<file path="config.mk">
export PLATFORM = sky130hd
export DESIGN_NAME = bpii_queue
export DESIGN_NICKNAME = d
export VERILOG_FILES = /design/src/rtl/bpii_pkg.sv /design/src/rtl/bpii_queue.sv
export VERILOG_INCLUDE_DIRS = /design/src /design/src/rtl
export SDC_FILE = /design/constraint.sdc
export NUM_CORES = 1
export LEC_CHECK = 0
export CORE_ASPECT_RATIO = 1.2
export CORE_MARGIN = 2
export CORE_UTILIZATION = 25
export CTS_BUF_LIST = sky130_fd_sc_hd__clkbuf_4 sky130_fd_sc_hd__clkbuf_8
export DETAILED_ROUTE_END_ITERATION = 8
export DONT_BUFFER_PORTS = 1
export GPL_TIMING_DRIVEN = 1
export PLACE_DENSITY = 0.43
export SLEW_MARGIN = 20
export SYNTH_ARGS = -nofsm -noshare
export SYNTH_HDL_FRONTEND = slang
export SYNTH_SLANG_ARGS = --single-unit
</file>
<file path="constraint.sdc">
create_clock -name clk -period 2.3 [get_ports clk]
set_input_delay 0.575 -clock clk [delete_from_list [all_inputs] [get_ports clk]]
set_output_delay 0.575 -clock clk [all_outputs]
set_load 0.01 [all_outputs]
</file>
<file path="src/rtl/backproject_integral_image_unit_defines.svh">
// Assertion macros shared by the backprojection integral image RTL.
`ifndef BACKPROJECT_INTEGRAL_IMAGE_UNIT_DEFINES_SVH
`define BACKPROJECT_INTEGRAL_IMAGE_UNIT_DEFINES_SVH

// Antecedent implies consequent in the same cycle.
`define BPII_ASSERT_IMPLY(label, clk_s, rst_s, ante, cons, msg) \
    label: assert property (@(posedge clk_s) disable iff (!rst_s) (ante) |-> (cons)) \
        else $error(msg);

// Condition must never hold.
`define BPII_ASSERT_NEVER(label, clk_s, rst_s, cond, msg) \
    label: assert property (@(posedge clk_s) disable iff (!rst_s) !(cond)) \
        else $error(msg);

`endif

</file>
<file path="src/rtl/bpii_pkg.sv">
// Package: types, constants and helpers of the backprojection integral image unit.
package bpii_pkg;

    localparam int MAX_WIDTH        = 1024;
    localparam int MAX_HEIGHT       = 1024;
    localparam int BINS_PER_CHANNEL = 8;
    localparam int SCORE_BITS       = 16;
    localparam int CHANNEL_DIVISOR  = 32;

    localparam int TABLE_DEPTH = BINS_PER_CHANNEL * BINS_PER_CHANNEL * BINS_PER_CHANNEL;
    localparam int TABLE_AW    = $clog2(TABLE_DEPTH);
    localparam int BIN_BITS    = $clog2(BINS_PER_CHANNEL);
    localparam int COL_BITS    = $clog2(MAX_WIDTH);
    localparam int ROW_BITS    = $clog2(MAX_HEIGHT);
    localparam int SUM_BITS    = 36;
    localparam int CFG_BITS    = 11;
    localparam int CFG_INDEX_BITS = 1;

    localparam int QUEUE_DEPTH    = 4;
    localparam int QUEUE_AW       = $clog2(QUEUE_DEPTH);
    localparam int QUEUE_CNT_BITS = QUEUE_AW + 1;
    localparam int OUT_DEPTH      = 4;
    localparam int OUT_AW         = $clog2(OUT_DEPTH);
    localparam int OUT_CNT_BITS   = OUT_AW + 1;

    localparam logic [CFG_BITS-1:0] WIDTH_RESET  = CFG_BITS'(640);
    localparam logic [CFG_BITS-1:0] HEIGHT_RESET = CFG_BITS'(480);

    localparam logic [CFG_INDEX_BITS-1:0] REG_IMAGE_WIDTH  = CFG_INDEX_BITS'(0);
    localparam logic [CFG_INDEX_BITS-1:0] REG_IMAGE_HEIGHT = CFG_INDEX_BITS'(1);

    localparam logic MODE_TABLE_WRITE = 1'b0;
    localparam logic MODE_PIXEL       = 1'b1;

    typedef struct packed {
        logic               mode;
        logic [8:0]         bin_index;
        logic signed [15:0] bin_score;
        logic [7:0]         red;
        logic [7:0]         green;
        logic [7:0]         blue;
        logic               frame_start;
    } bpii_in_t;

    typedef struct packed {
        logic signed [SUM_BITS-1:0] integral_sum;
        logic                       row_end;
        logic                       frame_end;
    } bpii_out_t;

    // Classified command passed from front to back.
    typedef struct packed {
        logic                  is_pixel;
        logic [TABLE_AW-1:0]   addr;
        logic [SCORE_BITS-1:0] score;
        logic [COL_BITS-1:0]   col;
        logic                  row_zero;
        logic                  row_end;
        logic                  frame_end;
    } bpii_cmd_t;

    function automatic logic [BIN_BITS-1:0] channel_bin(input logic [7:0] c);
        logic [7:0] q;
        q = 8'(c / CHANNEL_DIVISOR);
        if (q > 8'(BINS_PER_CHANNEL - 1)) begin
            q = 8'(BINS_PER_CHANNEL - 1);
        end
        return BIN_BITS'(q);
    endfunction

    function automatic logic [TABLE_AW-1:0] pixel_bin(input logic [7:0] r,
                                                      input logic [7:0] g,
                                                      input logic [7:0] b);
        logic [TABLE_AW-1:0] rb;
        logic [TABLE_AW-1:0] gb;
        logic [TABLE_AW-1:0] bb;
        rb = TABLE_AW'(channel_bin(r));
        gb = TABLE_AW'(channel_bin(g));
        bb = TABLE_AW'(channel_bin(b));
        return TABLE_AW'(rb * TABLE_AW'(BINS_PER_CHANNEL * BINS_PER_CHANNEL)
                         + gb * TABLE_AW'(BINS_PER_CHANNEL) + bb);
    endfunction

endpackage

</file>
<file path="src/rtl/bpii_queue.sv">
// Short command queue between the front and back parts.
`include "backproject_integral_image_unit_defines.svh"

module bpii_queue (
    input  logic                clk,
    input  logic                rst_n,
    input  logic                wr_en,
    input  bpii_pkg::bpii_cmd_t wr_data,
    output logic                full,
    input  logic                rd_en,
    output bpii_pkg::bpii_cmd_t rd_data,
    output logic                valid
);

    bpii_pkg::bpii_cmd_t mem_reg [bpii_pkg::QUEUE_DEPTH];
    logic [bpii_pkg::QUEUE_AW-1:0]       wr_ptr_reg, wr_ptr_next;
    logic [bpii_pkg::QUEUE_AW-1:0]       rd_ptr_reg, rd_ptr_next;
    logic [bpii_pkg::QUEUE_CNT_BITS-1:0] count_reg, count_next;

    assign full    = (count_reg == bpii_pkg::QUEUE_CNT_BITS'(bpii_pkg::QUEUE_DEPTH));
    assign valid   = (count_reg != '0);
    assign rd_data = mem_reg[rd_ptr_reg];

    always_comb
    begin
        wr_ptr_next = wr_en ? wr_ptr_reg + 1'b1 : wr_ptr_reg;
        rd_ptr_next = rd_en ? rd_ptr_reg + 1'b1 : rd_ptr_reg;
        count_next  = count_reg
                    + bpii_pkg::QUEUE_CNT_BITS'(wr_en)
                    - bpii_pkg::QUEUE_CNT_BITS'(rd_en);
    end

    always_ff @(posedge clk or negedge rst_n)
    begin
        if (!rst_n)
        begin
            wr_ptr_reg <= '0;
            rd_ptr_reg <= '0;
            count_reg  <= '0;
        end
        else
        begin
            wr_ptr_reg <= wr_ptr_next;
            rd_ptr_reg <= rd_ptr_next;
            count_reg  <= count_next;
        end
    end

    always_ff @(posedge clk)
    begin
        if (wr_en)
        begin
            mem_reg[wr_ptr_reg] <= wr_data;
        end
    end

    `BPII_ASSERT_IMPLY(a_queue_no_underflow, clk, rst_n, rd_en, count_reg != '0, "queue read while empty")
    `BPII_ASSERT_IMPLY(a_queue_no_overflow, clk, rst_n, wr_en, (count_reg != bpii_pkg::QUEUE_CNT_BITS'(bpii_pkg::QUEUE_DEPTH)) || rd_en, "queue written while full")

endmodule

</file>
==> reports/metrics.yaml <==
synthesis:
  synthArstFlopShare_pct: 4.29
  syn_nets: 288
  yosysSeqAreaShare_pct: 80.1
  syn_area_um2: 6060
  synthFlopType: "edfxtp_1"
  synth_edf_count: 156
  synth_warnings: 0
  synth-seq-cells: 163
  synth.distinct_cells: 17
  netlist_instances: 238
  synth_area_per_cell_um2: 25.5
critical_path:
  end_kind: "output pin"
  slowest_stage: "mux4_2"
  path_cells: "buf_12 > mux4_2"
  critical_path_peak_fanout: 17
  worst_setup_path_start_kind: "register"
  cp-startpoint: "rd_ptr_reg[0]"
  critPathBufInv: 1
  rr_worst_depth: 4
  worstSetupPathType: "reg2out"
  timing.rr.start: "wr_ptr_reg[0]"
  worstSetupPathDepth: 2
  cp_top_family: "multiplexers"
  critical_path_required_ps: 1730
  critPathMaxStageDelay_ps: 600
  cp.arrival_ps: 1720
final_layout:
  fin_nets: 315
  syn_to_final_growth_pct: 15.6
  largest_reg_flops: 156
  fin_cells: 598
  mostFrequentLayoutCells: "edfxtp_1, mux4_2, clkbuf_8"
  final_common_cell: "edfxtp_1"
  diodes: 0
  drive_gt1_share_pct: 32.7
die:
  die_w_um: 146
  num_rows: 62
  die_h_um: 175
  die_area_um2: 25500
  start_util_pct: 25.4
  io_pins: 84
  core_um2: 23900
global_route:
  antenna_found_initial: 0
  grt_max_degree: 28
  grt_pass1_wl_um: 17800
  grt_overflow: 0
  grt_pass1_vias: 2686
  grt_use_total_pct: 9.88
route:
  drc: 0
  wirelength_um: 12100
  detail-route-antenna-nets: 0
  drtIter0Drc: 153
  vias: 2441
  drt_first_pass_iters: 4
  vias_per_cell: 4.08
  wl_per_cell_um: 20.3
flow_run:
  drv_cap: 0
sta:
  min_period_ps: 2290
  fin_skew_ps: 9.36
  tightest_slew_ps: 533
  fmax_mhz: 436
  drv_slew: 0
  finalHoldViolations: 0
  whs_ps: 225
  max-slew-margin-rel_pct: 64.5
  setup_ws_ps: 8.72
  rsz0062_at_grt: "true"
  fin_setup_tns_ps: 0
  setup-violations-final: 0
  period_share_pct: 99.6
min_path:
  hold_class: "in2reg"
  min_from: "wr_en"
  min_path_cells: 1
power:
  cellLeakagePower_nw: 2.22
  p_total_mw: 8.77
  peakVddDrop_v: 0.000390
  p_per_area_nw_per_um2: 1250
clock_network:
  clockBufferDepth: 2
  clk_pin_slew_ps: 90
  htreeDepth: 4
  cts_sinks: 163
  cts_buffers: 17
  cts_tree: "built"
  cts_root_buf: "clkbuf_8"
  insertion_delay_ps: 430
run_status:
  outcome: "complete, no violations"
place:
  place.gp.congestion: 0.628
  dp_slack_ps: 306
  portBuffers: 0
  dp.cells: 561
  dp_hpwl_um: 7150
cells by family after synthesis:
kind of cell	after synthesis	synth area share (%)
flip-flops	163	80.1
adder cells (fa/ha/maj)	7	1.57
AO/OA/AOI/OAI	1	0.0824
XOR/XNOR	5	0.722
multiplexers	39	14.5
AND/OR/NAND/NOR	8	0.743
buffers and inverters	15	2.21
through the flow:
| stage | utilization (%) | instance area [µm²] |
|---|---|---|
| finish | 29.3 | 7010 |
| global route | 29.3 | 7010 |
| CTS | 29.3 | 7010 |
| detailed placement | 27.3 | 6530 |
| global placement | 27.3 | 6530 |
| floorplan | - | 6060 |
where the power goes:
part / internal (mW) / switching (mW)
Combinational: 1.07 / 1.39
Sequential: 3.90 / 0.149
Clock: 1.21 / 1.06
final cells by class:
cell class / instances / area [µm²]
clock inverters: 13 / 184
fillers: 2384 / 16900
well taps: 320 / 400
inverters: 6 / 22.5
flip-flops and latches: 163 / 4860
multi-input cells: 60 / 1070
clock buffers: 19 / 249
repair buffers: 17 / 218
synthesized netlist by cell type (2+ instances only):
cell / number / area share, %
xor2_1: 3 / 0.43
inv_1: 6 / 0.37
xnor2_1: 2 / 0.29
buf_2: 4 / 0.33
buf_12: 4 / 1.3
edfxtp_1: 156 / 77
and2_1: 4 / 0.41
mux4_2: 38 / 14
nand2_1: 2 / 0.12
ha_1: 6 / 1.2
dfrtp_1: 7 / 2.9
worst paths after layout:
check | slack [ps] | end
min in group asynchronous | 490 | count_reg[2]
max | 9 | rd_data[20]
min reg2reg | 550 | wr_ptr_reg[0]
max reg2reg | 590 | mem_reg[2][13]
max in group asynchronous | 1500 | rd_ptr_reg[0]
min | 220 | wr_ptr_reg[1]
layer usage:
metal / global-route usage, % / wire [µm]
met5: 0 / 0
met4: 3.64 / 164
met1: 11.8 / 5030
met3: 3.81 / 769
met2: 16.2 / 6160
what timing repair did:
action                     CTS  global route
buffers inserted             4             0
hold endpoints to repair     7             0
setup endpoints to repair   33            35
resized for setup            1             0
hold buffers                 1             0
Power figures use the tool's default switching activity.
