<file path="src/rtl/backproject_integral_image_unit_defines.svh">
// Assertion macros shared by the backprojection integral image RTL.
`ifndef BACKPROJECT_INTEGRAL_IMAGE_UNIT_DEFINES_SVH
`define BACKPROJECT_INTEGRAL_IMAGE_UNIT_DEFINES_SVH

// Antecedent implies consequent in the same cycle.
`define BPII_ASSERT_IMPLY(label, clk_s, rst_s, ante, cons, msg) \
    label: assert property (@(posedge clk_s) disable iff (!rst_s) (ante) |-> (cons)) \
        else $error(msg);

// Condition must never hold.
`define BPII_ASSERT_NEVER(label, clk_s, rst_s, cond, msg) \
    label: assert property (@(posedge clk_s) disable iff (!rst_s) !(cond)) \
        else $error(msg);

`endif

</file>
<file path="src/rtl/bpii_pkg.sv">
// Package: types, constants and helpers of the backprojection integral image unit.
package bpii_pkg;

    localparam int MAX_WIDTH        = 1024;
    localparam int MAX_HEIGHT       = 1024;
    localparam int BINS_PER_CHANNEL = 8;
    localparam int SCORE_BITS       = 16;
    localparam int CHANNEL_DIVISOR  = 32;

    localparam int TABLE_DEPTH = BINS_PER_CHANNEL * BINS_PER_CHANNEL * BINS_PER_CHANNEL;
    localparam int TABLE_AW    = $clog2(TABLE_DEPTH);
    localparam int BIN_BITS    = $clog2(BINS_PER_CHANNEL);
    localparam int COL_BITS    = $clog2(MAX_WIDTH);
    localparam int ROW_BITS    = $clog2(MAX_HEIGHT);
    localparam int SUM_BITS    = 36;
    localparam int CFG_BITS    = 11;
    localparam int CFG_INDEX_BITS = 1;

    localparam int QUEUE_DEPTH    = 4;
    localparam int QUEUE_AW       = $clog2(QUEUE_DEPTH);
    localparam int QUEUE_CNT_BITS = QUEUE_AW + 1;
    localparam int OUT_DEPTH      = 4;
    localparam int OUT_AW         = $clog2(OUT_DEPTH);
    localparam int OUT_CNT_BITS   = OUT_AW + 1;

    localparam logic [CFG_BITS-1:0] WIDTH_RESET  = CFG_BITS'(640);
    localparam logic [CFG_BITS-1:0] HEIGHT_RESET = CFG_BITS'(480);

    localparam logic [CFG_INDEX_BITS-1:0] REG_IMAGE_WIDTH  = CFG_INDEX_BITS'(0);
    localparam logic [CFG_INDEX_BITS-1:0] REG_IMAGE_HEIGHT = CFG_INDEX_BITS'(1);

    localparam logic MODE_TABLE_WRITE = 1'b0;
    localparam logic MODE_PIXEL       = 1'b1;

    typedef struct packed {
        logic               mode;
        logic [8:0]         bin_index;
        logic signed [15:0] bin_score;
        logic [7:0]         red;
        logic [7:0]         green;
        logic [7:0]         blue;
        logic               frame_start;
    } bpii_in_t;

    typedef struct packed {
        logic signed [SUM_BITS-1:0] integral_sum;
        logic                       row_end;
        logic                       frame_end;
    } bpii_out_t;

    // Classified command passed from front to back.
    typedef struct packed {
        logic                  is_pixel;
        logic [TABLE_AW-1:0]   addr;
        logic [SCORE_BITS-1:0] score;
        logic [COL_BITS-1:0]   col;
        logic                  row_zero;
        logic                  row_end;
        logic                  frame_end;
    } bpii_cmd_t;

    function automatic logic [BIN_BITS-1:0] channel_bin(input logic [7:0] c);
        logic [7:0] q;
        q = 8'(c / CHANNEL_DIVISOR);
        if (q > 8'(BINS_PER_CHANNEL - 1)) begin
            q = 8'(BINS_PER_CHANNEL - 1);
        end
        return BIN_BITS'(q);
    endfunction

    function automatic logic [TABLE_AW-1:0] pixel_bin(input logic [7:0] r,
                                                      input logic [7:0] g,
                                                      input logic [7:0] b);
        logic [TABLE_AW-1:0] rb;
        logic [TABLE_AW-1:0] gb;
        logic [TABLE_AW-1:0] bb;
        rb = TABLE_AW'(channel_bin(r));
        gb = TABLE_AW'(channel_bin(g));
        bb = TABLE_AW'(channel_bin(b));
        return TABLE_AW'(rb * TABLE_AW'(BINS_PER_CHANNEL * BINS_PER_CHANNEL)
                         + gb * TABLE_AW'(BINS_PER_CHANNEL) + bb);
    endfunction

endpackage

</file>
<file path="src/rtl/bpii_front.sv">
// Front part: config registers, item acceptance, bin and raster position classification.
module bpii_front (
    input  logic                                  clk,
    input  logic                                  rst_n,
    input  logic                                  cfg_write,
    input  logic [bpii_pkg::CFG_INDEX_BITS-1:0]   cfg_index,
    input  logic [bpii_pkg::CFG_BITS-1:0]         cfg_data,
    input  logic                                  push,
    input  bpii_pkg::bpii_in_t                    in_item,
    input  logic                                  q_full,
    output logic                                  q_wr,
    output bpii_pkg::bpii_cmd_t                   q_cmd
);

    logic [bpii_pkg::CFG_BITS-1:0] width_reg, width_next;
    logic [bpii_pkg::CFG_BITS-1:0] height_reg, height_next;
    logic [bpii_pkg::COL_BITS-1:0] col_reg, col_next;
    logic [bpii_pkg::ROW_BITS-1:0] row_reg, row_next;

    logic                          is_pixel;
    logic [bpii_pkg::COL_BITS-1:0] col_cur;
    logic [bpii_pkg::ROW_BITS-1:0] row_cur;
    logic [bpii_pkg::CFG_BITS-1:0] w_eff, h_eff;
    logic                          row_end, frame_end;

    assign q_wr     = push && !q_full;
    assign is_pixel = (in_item.mode == bpii_pkg::MODE_PIXEL);

    always_comb
    begin
        width_next  = width_reg;
        height_next = height_reg;
        if (cfg_write)
        begin
            case (cfg_index)
                bpii_pkg::REG_IMAGE_WIDTH:  width_next  = cfg_data;
                bpii_pkg::REG_IMAGE_HEIGHT: height_next = cfg_data;
                default: ;
            endcase
        end
    end

    // Clamp dimensions to 1..max.
    always_comb
    begin
        w_eff = width_reg;
        if (width_reg == '0)
        begin
            w_eff = bpii_pkg::CFG_BITS'(1);
        end
        else if (width_reg > bpii_pkg::CFG_BITS'(bpii_pkg::MAX_WIDTH))
        begin
            w_eff = bpii_pkg::CFG_BITS'(bpii_pkg::MAX_WIDTH);
        end
        h_eff = height_reg;
        if (height_reg == '0)
        begin
            h_eff = bpii_pkg::CFG_BITS'(1);
        end
        else if (height_reg > bpii_pkg::CFG_BITS'(bpii_pkg::MAX_HEIGHT))
        begin
            h_eff = bpii_pkg::CFG_BITS'(bpii_pkg::MAX_HEIGHT);
        end
    end

    always_comb
    begin
        col_cur   = in_item.frame_start ? '0 : col_reg;
        row_cur   = in_item.frame_start ? '0 : row_reg;
        row_end   = bpii_pkg::CFG_BITS'(col_cur) >= (w_eff - 1'b1);
        frame_end = row_end && (bpii_pkg::CFG_BITS'(row_cur) >= (h_eff - 1'b1));

        col_next = col_reg;
        row_next = row_reg;
        if (q_wr && is_pixel)
        begin
            if (row_end)
            begin
                col_next = '0;
                row_next = frame_end ? '0 : row_cur + 1'b1;
            end
            else
            begin
                col_next = col_cur + 1'b1;
                row_next = row_cur;
            end
        end
    end

    always_comb
    begin
        q_cmd.is_pixel  = is_pixel;
        q_cmd.addr      = is_pixel
                        ? bpii_pkg::pixel_bin(in_item.red, in_item.green, in_item.blue)
                        : bpii_pkg::TABLE_AW'(in_item.bin_index);
        q_cmd.score     = bpii_pkg::SCORE_BITS'(in_item.bin_score);
        q_cmd.col       = col_cur;
        q_cmd.row_zero  = (row_cur == '0);
        q_cmd.row_end   = row_end;
        q_cmd.frame_end = frame_end;
    end

    always_ff @(posedge clk or negedge rst_n)
    begin
        if (!rst_n)
        begin
            width_reg  <= bpii_pkg::WIDTH_RESET;
            height_reg <= bpii_pkg::HEIGHT_RESET;
            col_reg    <= '0;
            row_reg    <= '0;
        end
        else
        begin
            width_reg  <= width_next;
            height_reg <= height_next;
            col_reg    <= col_next;
            row_reg    <= row_next;
        end
    end

endmodule

</file>
<file path="config.mk">
export PLATFORM = sky130hd
export DESIGN_NAME = bpii_front
export DESIGN_NICKNAME = d
export VERILOG_FILES = /design/src/rtl/backproject_integral_image_unit_defines.svh /design/src/rtl/bpii_pkg.sv /design/src/rtl/bpii_front.sv
export SDC_FILE = /design/constraint.sdc
export NUM_CORES = 1
export LEC_CHECK = 0
export BUFFER_PORTS_ARGS = -buffer_cell sky130_fd_sc_hd__buf_4
export CAP_MARGIN = 30
export CORE_UTILIZATION = 44
export DETAILED_ROUTE_END_ITERATION = 16
export GPL_ROUTABILITY_DRIVEN = 1
export PLACE_DENSITY = 0.72
export SYNTH_ARGS = -nofsm -noshare
export SYNTH_HDL_FRONTEND = slang
export SYNTH_SLANG_ARGS = --single-unit
export TNS_END_PERCENT = 50
</file>
<file path="constraint.sdc">
create_clock -name clk -period 12.1 [get_ports clk]
set_input_delay 1.21 -clock clk [delete_from_list [all_inputs] [get_ports clk]]
set_output_delay 1.21 -clock clk [all_outputs]
set_load 0.03 [all_outputs]
</file>
==> results.md, run 1 <==
- CP dominant cell by count: ha_1
- Ys async rst share: 100%
- Setup TNS: 0 ns
- Nets@finish: 502
- Final period util: 50.5%
- CTS sink cnt: 42
- Area after DPL: 3700 sq um
- Die Y: 89.0 microns
- Initial Util: 45.7%
- CP max stage delay: 0.53 ns
- Drt initial violations: 153
- Clock power share: 26.5%
- Post-synth EDFFs: 0
- TritonCTS buffer count: 5
- GP Congestion: 0.828
- Net Count, Synth: 469
- Hold Violations, Final: 0
- Slew Limit Fails: 0
- Fin Hold WS: 0.515 ns
- Ports: 108
- Seq cells post-synth: 42
- CTS root buffer: clkbuf_8
- HPWL after DPL: 5810 microns
- Register area share after synthesis: 31.8%
- Area growth, synth to finish: 14.4%
- Grt total ovfl: 0
- Final instance area: 3810 sq um
- Post-route minimum period: 6.11 ns
- Fillcell total: 695
- Share of layout cells above drive strength 1: 28.0%
- Max cap viols: 0
- Worst min path class: register to register
- CP arrival: 4.90 ns
- Inserted Diodes: 0
- Leak Pwr: 1.67 nW
- Status: finished, final reports clean
- Setup crit start kind: register
- Post-Syn Instances: 376
- Req. time, crit path: 10.89 ns
- Synthesized area per cell: 8.86 sq um
- # DRC: 0
- Pre-CTS setup slack: 6.33 ns
- Post-DRT Antenna Nets: 0
- Post-Layout Cell Count: 509
- Primary FF master, synth: dfrtp_1
- Slowest-stage cell, CP: or4_1
- Pint: 0.281 mW
- CTS max path bufs: 2
- CTS HTree Levels: 2
- Setup ws final: 5.99 ns
- Vias in the first global route: 2651
- Placed cells: 501
- Comb power frac: 30.8%
- Core area: 7290 sq um
- Postcts setup bufs: 0
- First-pass GRT wire length: 12900 microns
- Die width: 89.0 microns
- Seq pwr share: 42.7%
- CP cell instances: nor2_2, or4b_4, or3_4, nor4_1, o21bai_1, ha_1, nor2b_1, nand3_1, o211ai_1, ha_1, or4_1, a211oi_1, o21ai_0, nand2_1, nor2_1, buf_4
- Synthesized area: 3330 sq um
- Switching portion of total power: 33.7%
- Via density: 5.73
- Worst Reg-to-Reg Cells: 16
- Largest net degree at the start of global routing: 43
- Post-cts sizing count: 0
- Setup crit end kind: primary output
- Final setup fails: 0
- Die area: 7920 sq um
- CTS tree: built
- Synth unique cells: 52
- P per Cell Area: 111 nW/um^2
- Slew at the pin closest to its max-slew limit: 0.907 ns
- Max VDD drop: 71.2 uV
- Final clock skew: 0.00762 ns
- Routed via count: 2915
- Hold_buf cts: 0
- Clock Latency Late Sink: 0.30 ns
- Ys Warns: 0
- WL/cell: 15.4 microns
- CP Max Fanout: 19
- Clock slew at reported path FFs: 0.08 ns
- Relative slew slack: 39.4%
- Highest clock rate: 164 MHz
- Psw: 0.143 mW
- All-layer global routing usage: 21.0%
- CP Class: register to primary output
- First-pass DRT Iterations: 5
- Hold path cells: 2
- Initial antenna violation count: 0
- # port buffers: 60
- Std cell rows: 31
- Final WL: 7830 microns
- Unrepaired setup endpoints after global routing: false
[power groups by stage]
stage / Clock, mW / Sequential [mW] / Combinational [mW]
after CTS: 0.113 / 0.181 / 0.132
after floorplan: 0 / 0.176 / 0.105
after detailed placement: 0 / 0.183 / 0.131
after global placement: 0 / 0.182 / 0.126
after global routing: 0.118 / 0.185 / 0.147
final: 0.112 / 0.181 / 0.131
[synthesized netlist by cell type (2+ instances only)]
cell type,count,share of area [%]
inv_1,12,1.4
dfrtp_1,36,27
nand2b_1,5,0.94
or3_1,2,0.38
xnor2_1,2,0.53
o211ai_1,3,0.68
or2_2,3,0.56
nor3_1,8,1.2
dfstp_2,6,4.7
nand4_1,11,2.1
o21a_1,5,1.1
nor4_1,5,0.94
clkbuf_1,9,1.0
mux2i_1,3,0.90
nor2_1,22,2.5
o31ai_1,4,0.90
nor4_2,2,0.75
a21oi_1,12,1.8
o221ai_1,2,0.53
a32o_1,2,0.60
a41oi_1,3,0.79
mux2_2,31,10
a31oi_1,2,0.38
nand2_1,40,4.5
buf_4,19,4.3
nand3_1,9,1.4
nor2b_1,20,3.8
a211oi_1,12,2.7
xor2_1,2,0.53
a21o_1,2,0.45
buf_1,3,0.34
o21ai_0,26,3.9
and2_1,5,0.94
buf_2,3,0.45
ha_1,25,9.4
a22oi_1,2,0.45
or4_1,3,0.68
[cell families after synthesis]
kind of cell	after synthesis	share of synthesized area, %
fa+ha+maj	25	9.39
xor+xnor	4	1.05
simple gates	140	22.1
compound gates	85	16.9
mux	34	11.4
buf+inv	46	7.43
flops	42	31.8
[cell type report]
| class | instances | area [sq um] | share of cell area [%] |
|---|---|---|---|
| Clock buffer | 5 | 68.8 | 1.81 |
| Clock inverter | 3 | 40.0 | 1.05 |
| Inverter | 12 | 45.0 | 1.18 |
| Multi-Input combinational cell | 288 | 2030 | 53.1 |
| Sequential cell | 42 | 1060 | 27.8 |
| Tap cell | 99 | 124 | 3.25 |
| Timing Repair Buffer | 60 | 450 | 11.8 |
[through the flow]
| stage | power, mW | utilization, % |
|---|---|---|
| floorplan | 0.281 | - |
| global route | 0.450 | 52.3 |
| finish | 0.424 | 52.3 |
| global placement | 0.308 | 50.8 |
| CTS | 0.426 | 52.3 |
| detailed placement | 0.314 | 50.8 |
[final timing paths]
path,startpoint,to,slack [ns]
setup / recovery,height_reg[2],q_cmd[0],5.99
hold reg to reg,col_reg[8],col_reg[8],0.52
max in group asynchronous,rst_n,width_reg[7],10.83
setup reg to reg,height_reg[2],row_reg[4],7.32
hold / removal,col_reg[8],col_reg[8],0.52
min in group asynchronous,rst_n,height_reg[9],0.89
[placed cells by master (no fill, tap or decap), types with 3 or more instances in the layout]
master | Yosys | final
a211oi_1 | 12 | 12
a21oi_1 | 12 | 12
a41oi_1 | 3 | 3
and2_1 | 5 | 5
buf_4 | 19 | 60
clkbuf_8 | 0 | 5
dfrtp_1 | 36 | 36
dfstp_2 | 6 | 6
ha_1 | 25 | 25
inv_1 | 12 | 12
mux2_2 | 31 | 31
mux2i_1 | 3 | 3
nand2_1 | 40 | 40
nand2b_1 | 5 | 5
nand3_1 | 9 | 9
nand4_1 | 11 | 11
nor2_1 | 22 | 22
nor2b_1 | 20 | 20
nor3_1 | 8 | 8
nor4_1 | 5 | 5
o211ai_1 | 3 | 3
o21a_1 | 5 | 5
o21ai_0 | 26 | 26
o31ai_1 | 4 | 4
or2_2 | 3 | 3
or4_1 | 3 | 3
[routing by layer]
layer | track usage, % | vias up | wire [microns]
li1 | - | 1424 | -
met1 | 29.5 | 1415 | 3760
met2 | 34.3 | 63 | 3670
met3 | 3.23 | 13 | 299
met4 | 5.05 | 0 | 88
met5 | 0 | - | 0
[critical path: cells and delay by family, from the launching register on]
family	cells	cell delay, ns
and+or+nand+nor	9	2.87
AOI/OAI and AO/OA	4	0.63
adders and majority gates	2	0.47
DFF	1	0.44
buffers and inverters	1	0.19
Power figures use the tool's default switching activity.
==> inputs of run 2 (changes only) <==
--- a/config.mk
+++ b/config.mk
@@ -5,12 +5,13 @@
 export SDC_FILE = /design/constraint.sdc
 export NUM_CORES = 1
 export LEC_CHECK = 0
+export ABC_AREA = 1
 export BUFFER_PORTS_ARGS = -buffer_cell sky130_fd_sc_hd__buf_4
 export CAP_MARGIN = 30
 export CORE_UTILIZATION = 44
 export DETAILED_ROUTE_END_ITERATION = 16
 export GPL_ROUTABILITY_DRIVEN = 1
-export PLACE_DENSITY = 0.72
+export PLACE_DENSITY = 0.71
 export SYNTH_ARGS = -nofsm -noshare
 export SYNTH_HDL_FRONTEND = slang
 export SYNTH_SLANG_ARGS = --single-unit
==> constraint.sdc (replaced) <==
create_clock -name clk -period 5.67 [get_ports clk]
set_input_delay 0.567 -clock clk [delete_from_list [all_inputs] [get_ports clk]]
set_output_delay 0.567 -clock clk [all_outputs]
set_load 0.03 [all_outputs]
==> run 2 against run 1 <==
- setup slack got worse by 4.6 ns
- non-clock buffer count unchanged
- first-iteration DRC count decreased by 18%
- largest cell class unchanged
- largest power group unchanged
- highest routed layer unchanged
==> results.md, run 2 <==
- First-pass DRT Iterations: 5 (unchanged)
- WL/cell: 11.9 microns (was 15.4 microns)
- Die width: 92.3 microns (was 89.0 microns)
- CP Class: register to primary output (unchanged)
- CTS HTree Levels: 2 (unchanged)
- Top post-synthesis cells by area: dfrtp_1 25%, nand2_1 16%, ha_1 8.7% (was dfrtp_1 27%, mux2_2 10%, ha_1 9.4%)
- Req. time, crit path: 5.10 ns (was 10.89 ns)
- First-pass GRT wire length: 13200 microns (was 12900 microns)
- Status: finished, final reports clean (unchanged)
- Worst min path class: input port to asynchronous set/reset pin (was register to register)
- Initial Util: 45.9% (was 45.7%)
- Grt total ovfl: 0 (unchanged)
- Post-DRT Antenna Nets: 0 (unchanged)
- Setup crit end kind: primary output (unchanged)
- Post-synth EDFFs: 0 (unchanged)
- Final clock skew: 0.00933 ns (was 0.00762 ns)
- CTS sink cnt: 42 (unchanged)
- Post-Syn Instances: 520 (was 376)
- Share of layout cells above drive strength 1: 17.6% (was 28.0%)
- Final WL: 7850 microns (was 7830 microns)
- Comb power frac: 37.4% (was 30.8%)
- Postcts setup bufs: 0 (unchanged)
- TritonCTS buffer count: 5 (unchanged)
- Worst Reg-to-Reg Cells: 23 (was 16)
- Clock slew at reported path FFs: 0.08 ns (about the same)
- Via density: 4.92 (was 5.73)
- Post-cts sizing count: 0 (unchanged)
- CP dominant cell by count: nand2_1 (was ha_1)
- Initial antenna violation count: 0 (unchanged)
- Final setup fails: 0 (unchanged)
- Ys async rst share: 100% (unchanged)
- Leak Pwr: 2.25 nW (was 1.67 nW)
- Switching portion of total power: 37.9% (was 33.7%)
- Vias in the first global route: 2963 (was 2651)
- Top-count cell post-synth: nand2_1 (unchanged)
- Placed cells: 650 (was 501)
- CP arrival: 3.72 ns (was 4.90 ns)
- Hold_buf cts: 0 (unchanged)
- Unrepaired setup endpoints after global routing: false (unchanged)
- Pint: 0.567 mW (was 0.281 mW)
- # port buffers: 60 (unchanged)
- Synth top area share: 25.1% (was 27.0%)
- CTS root buffer: clkbuf_8 (unchanged)
- # DRC: 0 (unchanged)
- CP Max Fanout: 13 (was 19)
- Die area: 8520 sq um (was 7920 sq um)
- HPWL after DPL: 6110 microns (was 5810 microns)
- Slew Limit Fails: 0 (unchanged)
- Tot Pwr: 0.914 mW (was 0.424 mW)
- Fillcell total: 787 (was 695)
- Register area share after synthesis: 29.5% (was 31.8%)
- Setup crit start kind: register (unchanged)
- Primary FF master, synth: dfrtp_1 (unchanged)
- Routed via count: 3239 (was 2915)
- Largest area contributor in the netlist: dfrtp_1 (unchanged)
- Post-Layout Cell Count: 658 (was 509)
- Setup TNS: 0 ns (unchanged)
- Highest clock rate: 233 MHz
- Area growth, synth to finish: 12.6% (was 14.4%)
- GP Congestion: 0.815 (was 0.828)
- Synth unique cells: 35 (was 52)
- Std cell rows: 32 (was 31)
- Net Count, Synth: 613 (was 469)
- Final period util: 75.6%
- CTS tree: built (unchanged)
- Nets@finish: 648 (was 502)
- Hold Violations, Final: 0 (unchanged)
- Most frequent cells in the layout: 157 x nand2_1, 74 x inv_1, 60 x buf_4, 45 x nor2_1, 36 x dfrtp_1 (was 60 x buf_4, 40 x nand2_1, 36 x dfrtp_1, 31 x mux2_2, 26 x o21ai_0)
- Clock power share: 22.7% (was 26.5%)
- Die Y: 92.3 microns (was 89.0 microns)
- Ports: 108 (unchanged)
- Clock Latency Late Sink: 0.30 ns (about the same)
- Slew at the pin closest to its max-slew limit: 0.600 ns (was 0.907 ns)
- Slowest-stage cell, CP: dfstp_2 (was or4_1)
- Reg2reg end: row_reg[0] (was row_reg[4])
- CTS max path bufs: 2 (unchanged)
- Commonest non-fill, non-tap cell in the layout: nand2_1 (was buf_4)
- Max VDD drop: 148 uV (was 71.2 uV)
- CP cell instances: nor2_1, nand2_1, nor3_1, o21ai_0, ha_1, nand2_1, xor2_1, ha_1, nand2_1, nor2_1, nand2_1, nand2_1, nand2_1, nand3_1, nand2_1, nand2_1, nand2_1, nand2_1, nand2_4, nor2_2, buf_4 (was nor2_2, or4b_4, or3_4, nor4_1, o21bai_1, ha_1, nor2b_1, nand3_1, o211ai_1, ha_1, or4_1, a211oi_1, o21ai_0, nand2_1, nor2_1, buf_4)
- Seq cells post-synth: 42 (unchanged)
- Max cap viols: 0 (unchanged)
- All-layer global routing usage: 19.4% (was 21.0%)
- Seq pwr share: 39.9% (was 42.7%)
- Largest net degree at the start of global routing: 43 (unchanged)
- P per Cell Area: 226 nW/um^2 (was 111 nW/um^2)
- Psw: 0.346 mW (was 0.143 mW)
- Synthesized area: 3590 sq um (was 3330 sq um)
- Reg-to-reg setup timing slack: 2.13 ns (was 7.32 ns)
- Core area: 7810 sq um (was 7290 sq um)
- Drt initial violations: 125 (was 153)
- Inserted Diodes: 0 (unchanged)
- Post-synth top cells: 157 x nand2_1, 74 x inv_1, 45 x nor2_1 (was 40 x nand2_1, 36 x dfrtp_1, 31 x mux2_2)
- Ys Warns: 0 (unchanged)
- Post-route minimum period: 4.29 ns
- CP max stage delay: 0.57 ns (was 0.53 ns)
- Relative slew slack: 59.6% (was 39.4%)
- Synthesized area per cell: 6.90 sq um (was 8.86 sq um)
- Reg-to-Reg Start: width_reg[7] (was height_reg[2])
[run 2: cell count changes in the layout (fill, tap and decap cells not counted), moves of 20 or more]
cell | before | now
nand2_1 | 40 | 157
nor2b_1 | 20 | 0
inv_1 | 12 | 74
nor2_1 | 22 | 45
xor2_1 | 2 | 22
mux2_2 | 31 | 0
[run 2: per-layer routing]
metal | vias up | track usage [%] | share of wire [%]
li1 | 1677 | - | -
met3 | 10 | 3.69 | 4.4
met4 | 0 | 5.73 | 1.1
met1 | 1463 | 24.9 | 47
met2 | 89 | 32.9 | 47
met5 | - | 0 | 0
[run 2: stage by stage]
stage          hold slack [ns]  util (%)  cell area, sq um  setup WS, ns
2_1_floorplan            0.271         -              3590          2.18
3_3_place_gp             0.464      50.6              3950          1.80
3_5_place_dp             0.467      50.6              3950          1.72
4_1_cts                  0.272      51.7              4040          1.39
5_1_grt                  0.298      51.7              4040         0.986
6_report                 0.257      51.7              4040          1.38
[run 2: logic make-up (layout without fill, tap and decap cells)]
kind of cell	Yosys count	count (layout)	synth area share (%)
compound gates	50	50	8.09
xor+xnor	31	31	7.57
fa+ha+maj	25	25	8.72
buf+inv	109	145	14.1
flops	42	42	29.5
simple gates	263	263	32.0
[run 2: final cells by class]
cell class	count	area, sq um	share of cell area [%]
Clock buffer	8	90.1	2.23
Tap cell	102	128	3.16
Timing Repair Buffer	60	450	11.2
Inverter	77	289	7.16
Multi-Input combinational cell	369	2020	50.1
Sequential cell	42	1060	26.2
[run 2: power by group through the flow]
stage,Combinational (mW),Clock [mW],Sequential (mW)
3_3_place_gp,0.332,0,0.369
3_5_place_dp,0.344,0,0.370
5_1_grt,0.390,0.222,0.370
4_1_cts,0.346,0.209,0.365
6_report,0.342,0.207,0.365
2_1_floorplan,0.281,0,0.360
[run 2: worst max-delay path: cells and delay by family, from the launching register on]
family	cells	cell delay (ns)
buffers and inverters	1	0.18
adders and majority gates	2	0.70
xor gates and xnor gates	1	0.17
AOI/OAI and AO/OA	1	0.36
DFF	1	0.57
and+or+nand+nor	16	1.44
[run 2: how the worst max path moves through the flow]
stage | from | endpoint | slack [ns] | cells after the start
2_1_floorplan | width_reg[3] | q_cmd[1] | 2.18 | 20
3_3_place_gp | width_reg[7] | q_cmd[0] | 1.80 | 21
3_5_place_dp | width_reg[7] | q_cmd[0] | 1.72 | 21
4_1_cts | width_reg[7] | q_cmd[0] | 1.39 | 21
5_1_grt | width_reg[7] | q_cmd[0] | 0.99 | 21
6_report | width_reg[7] | q_cmd[0] | 1.38 | 21
